==> config.mk <==
export PLATFORM = sky130hd
export DESIGN_NAME = length_prefix_deframer
export DESIGN_NICKNAME = d
export VERILOG_FILES = /design/src/design/lpd_pkg.sv /design/src/design/lpd_in_reg.sv /design/src/design/lpd_core.sv /design/src/design/lpd_out_buf.sv /design/src/design/length_prefix_deframer.sv
export SDC_FILE = /design/constraint.sdc
export NUM_CORES = 1
export LEC_CHECK = 0
export ABC_AREA = 1
export BUFFER_PORTS_ARGS = -buffer_cell sky130_fd_sc_hd__buf_4
export CAP_MARGIN = 10
export CORE_ASPECT_RATIO = 1.4
export CORE_MARGIN = 4
export CORE_UTILIZATION = 53
export DETAILED_ROUTE_END_ITERATION = 8
export PLACE_DENSITY = 0.72
export SYNTH_ARGS = -nofsm -noshare
export SYNTH_HDL_FRONTEND = slang
export SYNTH_HIERARCHICAL = 1
export SYNTH_SLANG_ARGS = --single-unit
==> constraint.sdc <==
create_clock -name clk -period 5.7 [get_ports clk]
set_clock_uncertainty 0.05 [all_clocks]
set_input_delay 0.855 -clock clk [delete_from_list [all_inputs] [get_ports clk]]
set_output_delay 0.855 -clock clk [all_outputs]
set_load 0.02 [all_outputs]
==> src/design/lpd_pkg.sv <==
// Shared constants and types for the length-prefix deframer.
package lpd_pkg;

  localparam int PREFIX_BYTES = 4;
  localparam int LEN_W        = PREFIX_BYTES * 8;
  localparam int SHIFT_W      = (PREFIX_BYTES > 1) ? (PREFIX_BYTES - 1) * 8 : 8;
  localparam int CNT_W        = (PREFIX_BYTES > 1) ? $clog2(PREFIX_BYTES) : 1;
  localparam int CMP_W        = (LEN_W > 32) ? LEN_W : 32;
  localparam logic [31:0] MAX_LENGTH_RESET = 32'd131072;

  typedef struct packed {
    logic [7:0]  payload_byte;
    logic        first_of_packet;
    logic        last_of_packet;
    logic [31:0] frame_length;
    logic        length_error;
  } result_t;

endpackage

==> src/design/lpd_in_reg.sv <==
// Input register stage for the received byte stream.
module lpd_in_reg (
  input  logic       clk,
  input  logic       rst,
  input  logic       s_tvalid,
  output logic       s_tready,
  input  logic [7:0] s_tdata,
  input  logic       take,
  output logic       item_valid,
  output logic [7:0] item_byte
);

  assign s_tready = !item_valid || take;

  always_ff @(posedge clk) begin
    if (rst) begin
      item_valid <= 1'b0;
    end else if (s_tready) begin
      item_valid <= s_tvalid;
    end
  end

  always_ff @(posedge clk) begin
    if (s_tvalid && s_tready) begin
      item_byte <= s_tdata;
    end
  end

endmodule

==> src/design/lpd_core.sv <==
// Prefix gathering, length check and payload tagging for one byte.
module lpd_core (
  input  logic            clk,
  input  logic            rst,
  input  logic            cfg_valid,
  input  logic [31:0]     cfg_data,
  input  logic            item_valid,
  input  logic [7:0]      item_byte,
  input  logic            space,
  output logic            take,
  output logic            push,
  output lpd_pkg::result_t result
);

  logic [31:0]                max_length;
  logic [lpd_pkg::CNT_W-1:0]  prefix_count;
  logic [lpd_pkg::SHIFT_W-1:0] prefix_shift;
  logic [31:0]                current_length;
  logic [31:0]                bytes_left;
  logic                       sticky_error;

  logic [lpd_pkg::CNT_W-1:0]  prefix_count_next;
  logic [lpd_pkg::SHIFT_W-1:0] prefix_shift_next;
  logic [31:0]                current_length_next;
  logic [31:0]                bytes_left_next;
  logic                       sticky_error_next;

  logic [lpd_pkg::LEN_W-1:0]  len_full;
  logic [lpd_pkg::CMP_W-1:0]  len_ext;
  logic [31:0]                len_sat;
  logic                       prefix_done;

  assign take     = item_valid && space;
  assign len_full = lpd_pkg::LEN_W'({prefix_shift, item_byte});
  assign len_ext  = lpd_pkg::CMP_W'(len_full);
  assign len_sat  = (len_ext > lpd_pkg::CMP_W'(32'hFFFF_FFFF)) ? 32'hFFFF_FFFF
                                                                : len_ext[31:0];
  assign prefix_done = (prefix_count == lpd_pkg::CNT_W'(lpd_pkg::PREFIX_BYTES - 1));

  always_comb begin
    prefix_count_next   = prefix_count;
    prefix_shift_next   = prefix_shift;
    current_length_next = current_length;
    bytes_left_next     = bytes_left;
    sticky_error_next   = sticky_error;
    push                = 1'b0;
    result.payload_byte    = item_byte;
    result.first_of_packet = (bytes_left == current_length);
    result.last_of_packet  = (bytes_left == 32'd1);
    result.frame_length    = current_length;
    result.length_error    = 1'b0;
    if (take && !sticky_error) begin
      if (bytes_left != 32'd0) begin
        push            = 1'b1;
        bytes_left_next = bytes_left - 32'd1;
      end else if (!prefix_done) begin
        prefix_shift_next = lpd_pkg::SHIFT_W'({prefix_shift, item_byte});
        prefix_count_next = prefix_count + lpd_pkg::CNT_W'(1);
      end else begin
        prefix_shift_next = '0;
        prefix_count_next = '0;
        if (len_ext > lpd_pkg::CMP_W'(max_length)) begin
          sticky_error_next      = 1'b1;
          push                   = 1'b1;
          result.payload_byte    = 8'd0;
          result.first_of_packet = 1'b0;
          result.last_of_packet  = 1'b0;
          result.frame_length    = len_sat;
          result.length_error    = 1'b1;
        end else if (len_ext != '0) begin
          current_length_next = len_ext[31:0];
          bytes_left_next     = len_ext[31:0];
        end
      end
    end
  end

  always_ff @(posedge clk) begin
    if (rst) begin
      max_length     <= lpd_pkg::MAX_LENGTH_RESET;
      prefix_count   <= '0;
      prefix_shift   <= '0;
      current_length <= '0;
      bytes_left     <= '0;
      sticky_error   <= 1'b0;
    end else begin
      if (cfg_valid) begin
        max_length <= cfg_data;
      end
      prefix_count   <= prefix_count_next;
      prefix_shift   <= prefix_shift_next;
      current_length <= current_length_next;
      bytes_left     <= bytes_left_next;
      sticky_error   <= sticky_error_next;
    end
  end

endmodule

==> src/design/lpd_out_buf.sv <==
// Two-entry result buffer driving the output stream.
module lpd_out_buf (
  input  logic             clk,
  input  logic             rst,
  input  logic             push,
  input  lpd_pkg::result_t result,
  output logic             space,
  output logic             m_tvalid,
  input  logic             m_tready,
  output lpd_pkg::result_t head
);

  lpd_pkg::result_t mem [2];
  logic       wr_ptr;
  logic       rd_ptr;
  logic [1:0] count;
  logic       pop;

  assign space    = (count != 2'd2);
  assign m_tvalid = (count != 2'd0);
  assign pop      = m_tvalid && m_tready;
  assign head     = mem[rd_ptr];

  always_ff @(posedge clk) begin
    if (rst) begin
      wr_ptr <= 1'b0;
      rd_ptr <= 1'b0;
      count  <= 2'd0;
    end else begin
      if (push) begin
        wr_ptr <= !wr_ptr;
      end
      if (pop) begin
        rd_ptr <= !rd_ptr;
      end
      if (push && !pop) begin
        count <= count + 2'd1;
      end else if (pop && !push) begin
        count <= count - 2'd1;
      end
    end
  end

  always_ff @(posedge clk) begin
    if (push) begin
      mem[wr_ptr] <= result;
    end
  end

endmodule

==> src/design/length_prefix_deframer.sv <==
// Top level of the length-prefix deframer.
//
//   channel  dir  fields
//   s_*      in   tdata[7:0] data_byte
//   m_*      out  tdata payload_byte, frame_length; tlast last_of_packet;
//                 tuser first_of_packet, length_error
//   cfg_*    in   data max_length
//
// One byte per cycle sustained while the result buffer has space; a byte
// moves through the input register, the decode logic and the two-entry
// result buffer, whose head is offered on m_tvalid. Synchronous reset clears
// the control state and restores max_length to 131072. Output stalls are
// absorbed by the result buffer; s_tready falls only when it is full.
module length_prefix_deframer (
  input  logic        clk,
  input  logic        rst,
  input  logic        s_tvalid,
  output logic        s_tready,
  input  logic [7:0]  s_tdata,   // [7:0] data_byte
  output logic        m_tvalid,
  input  logic        m_tready,
  output logic [39:0] m_tdata,   // [7:0] payload_byte, [39:8] frame_length
  output logic        m_tlast,
  output logic [1:0]  m_tuser,   // [0] first_of_packet, [1] length_error
  input  logic        cfg_valid,
  output logic        cfg_ready,
  input  logic [31:0] cfg_data
);

  logic             item_valid;
  logic [7:0]       item_byte;
  logic             take;
  logic             push;
  logic             space;
  lpd_pkg::result_t result;
  lpd_pkg::result_t head;

  assign cfg_ready = 1'b1;

  lpd_in_reg u_in_reg (
    .clk        (clk),
    .rst        (rst),
    .s_tvalid   (s_tvalid),
    .s_tready   (s_tready),
    .s_tdata    (s_tdata),
    .take       (take),
    .item_valid (item_valid),
    .item_byte  (item_byte)
  );

  lpd_core u_core (
    .clk        (clk),
    .rst        (rst),
    .cfg_valid  (cfg_valid),
    .cfg_data   (cfg_data),
    .item_valid (item_valid),
    .item_byte  (item_byte),
    .space      (space),
    .take       (take),
    .push       (push),
    .result     (result)
  );

  lpd_out_buf u_out_buf (
    .clk      (clk),
    .rst      (rst),
    .push     (push),
    .result   (result),
    .space    (space),
    .m_tvalid (m_tvalid),
    .m_tready (m_tready),
    .head     (head)
  );

  assign m_tdata = {head.frame_length, head.payload_byte};
  assign m_tlast = head.last_of_packet;
  assign m_tuser = {head.length_error, head.first_of_packet};

endmodule
==> results.ini <==
[layout]
stdcell_count = 1820
regArea_um2 = 5410
multiInputGateArea_um2 = 5190
fill_cells = 2021
final_common_cell = nand2_1
area_growth_pct = 12.5
diodes = 0
drive_gt1_share_pct = 13.9
fin_nets = 1588
final_cell_mix = nand2_1 (293), inv_1 (218), nor2_1 (138)
fin_area_um2 = 13300

[floorplan]
core_um2 = 21900
rows = 64
die_w_um = 134
ios = 91
die_height_um = 185
dieArea_um2 = 24800
start_util_pct = 53.9

[setup_path]
cp_num_cells = 15
cp_max_fo = 29
r2r-end = u_out_buf/mem[1][29]
critical-path-slowest-cell = edfxtp_1
cp_top_family = buffers and inverters
crit_path_start_kind = flip-flop
cp_cell_sequence = ha_1 -> nand2_1 -> nor2_1 -> nand2_1 -> nand2_1 -> nand2_1 -> nand2_1 -> nand2_1 -> nand2_1 -> nand2_1 -> buf_4 -> o21ai_0 -> nand2_1 -> clkinv_1 -> buf_4
r2r-start = u_in_reg/item_byte[7]
worst_ep_required_time_ps = 5810
slowest_delay_ps = 540
rrSetupSlack_ps = 1770
arrival_ps = 4040
worst_r2r_path_depth = 15
critPathBufInv = 3
end_kind = flip-flop
worstSetupPathType = reg -> reg
cp_common_cell = nand2_1

[clock_tree]
cts_max_level = 1
clockBufferDepth = 3
root_buffer = clkbuf_16
cts_hold_buf = 0
cts_tree = built
cts.sinks = 223
clkTransAtPathRegs_ps = 60
postCtsSetupBuffers = 0
numCtsBuffers = 22
insertion_delay_ps = 510
postCtsResizedCells = 0

[routing]
detailedRoute.firstPassIterationCount = 6
vias_per_cell = 5.23
drc = 0
wl_mm = 28.0
vias = 9526
drt_iter0_markers = 754
wl_per_cell_um = 15.4
postRouteAntennaNets = 0

[timing]
min_period_ps = 3930
hold_viol = 0
slew_viol_final = 0
tightest_slew_ps = 953
setup-violations-final = 0
grt_setup_unrepaired = no
fmax_mhz = 254
period_share_pct = 69.0
max_slew_margin_pct = 36.5
setup_tns_ps = 0

[synth]
yosys.area_share.simple_pct = 21.2
synth_top_area_share_pct = 23.8
yosysWarnings = 6
synthXorXnorAreaFrac_pct = 3.26
synth_top_family_by_area = simple AND/OR/NAND/NOR gates
synth_edf_count = 94
synthFlopType = dfxtp_1
syn_nets = 1530
synth-compound-area-share_pct = 10.1
ys_top_cells_by_area = edfxtp_1 (24%), dfxtp_1 (22%), nand2_1 (9.3%)
seq_area_frac_synth_pct = 45.7
avgSynthCellArea_um2 = 8.17
netlist_area_um2 = 11800
synthArstFlopShare_pct = 0
syn_inst = 1449
ys_ff_latch = 223
synth_fa_ha_area_share_pct = 3.81
muxShareOfSynthArea_pct = 5.44
yosysUniqueCellTypes = 47
synth_area_leader_cell = edfxtp_1

[min_path]
hold_depth = 2
hold_end = u_core/max_length[3]
min_from = u_core/max_length[3]
hold_class = reg -> reg

[placed_design]
dpl.cell_count = 1779
dpl_cell_area_um2 = 12600
dp_hpwl_mm = 20.0
io_buffers = 89
routabilityCongestion = 1.01

[global_routing]
first_global_vias = 9121
grt_overflow = 0
grt_use_total_pct = 22.5
grt_pass1_wl_mm = 45.7
antenna_found_initial = 0
grt_max_degree = 96

[power_and_ir_drop]
pwr_density_cell_nw_per_um2 = 348
power_mw = 4.64
ir_worst_vdd_uv = 215
p_leak_nw = 6.21

[outcome]
status = completed

[run]
cap_viol_max_count = 0

==> registers in the layout (all words and copies together), names as in the netlist, named ones only <==
| signal | cells |
|---|---|
| u_core/prefix_count | 2 |
| u_core/sticky_error | 1 |
| u_out_buf/count | 2 |
| u_core/bytes_left | 32 |
| u_out_buf/wr_ptr | 1 |
| u_core/max_length | 32 |
| u_in_reg/item_valid | 1 |
| u_out_buf/rd_ptr | 1 |
| u_in_reg/item_byte | 8 |
| u_out_buf/mem | 86 |
| u_core/current_length | 32 |
| u_core/prefix_shift | 24 |
==> how the worst max path moves through the flow <==
stage	slack (ps)	endpoint	start
3_3_place_gp	1610	u_out_buf/mem[0][24]	u_in_reg/item_byte[7]
6_report	1770	u_out_buf/mem[1][29]	u_in_reg/item_byte[7]
4_1_cts	1450	u_out_buf/mem[0][25]	u_in_reg/item_byte[7]
5_1_grt	1460	u_out_buf/mem[1][27]	u_in_reg/item_byte[7]
2_1_floorplan	1480	u_out_buf/mem[0][0]	u_in_reg/item_byte[7]
3_5_place_dp	1490	u_out_buf/mem[0][24]	u_in_reg/item_byte[7]
==> cell families (layout without fill, tap and decap cells) <==
family                     count (synthesis)  after routing
muxes                                     44             44
xor gates and xnor gates                  44             44
AOI/OAI and AO/OA                        232            232
other                                      1              1
adders and majority gates                 36             36
and+or+nand+nor                          577            577
buffers and inverters                    292            366
DFF                                      223            223
==> synth_stat cells (4+ instances only) <==
cell type and n:
nand2_1 294, inv_1 220, nor2_1 139, dfxtp_1 129, a21oi_1 108, edfxtp_1 94, o21ai_0 78, nand3_1 68
mux2_4 40, nand4_1 38, ha_1 36, clkbuf_1 32, o21ai_1 31, xor2_1 23, xnor2_1 21, buf_2 18
nor2_2 8, buf_6 7, nor3_1 7, a31oi_1 5, inv_2 5, buf_12 4, nor4_1 4
==> worst register-to-register path, cell delays in order, from the launching register on <==
cell	delay, ps
edfxtp_1	540
ha_1	370
nand2_1	70
nor2_1	160
nand2_1	70
nand2_1	80
nand2_1	50
nand2_1	50
nand2_1	40
nand2_1	90
nand2_1	320
buf_4	320
o21ai_0	440
nand2_1	120
clkinv_1	330
buf_4	450
==> power by group <==
part | switching, mW | internal (mW)
sequential | 0.0969 | 1.80
clock | 0.622 | 0.833
combinational | 0.753 | 0.531
total | 1.47 | 3.16
==> stage by stage <==
step | hold WS, ps | util, % | worst slack, ps
floorplan | 387 | - | 1480
global placement | 403 | 57.3 | 1610
detailed placement | 409 | 57.3 | 1490
CTS | 419 | 60.6 | 1450
global route | 436 | 60.7 | 1460
finish | 416 | 60.7 | 1770
==> routing by layer <==
metal / up-vias / wire, um / global-route usage, %
li1: 4810 / - / -
met1: 4372 / 11400 / 28.5
met2: 291 / 14000 / 40.2
met3: 53 / 1890 / 3.02
met4: 0 / 683 / 6.72
met5: - / 0 / 0
==> final cells by class <==
class / count / area share (%)
Sequential cell: 223 / 40.6
Multi-Input combinational cell: 934 / 39.0
Inverter: 226 / 6.38
Timing Repair Buffer: 100 / 5.73
Clock buffer: 23 / 4.32
Tap cell: 297 / 2.79
Clock inverter: 17 / 1.17
Note: power is estimated with default switching activity, not from simulation.
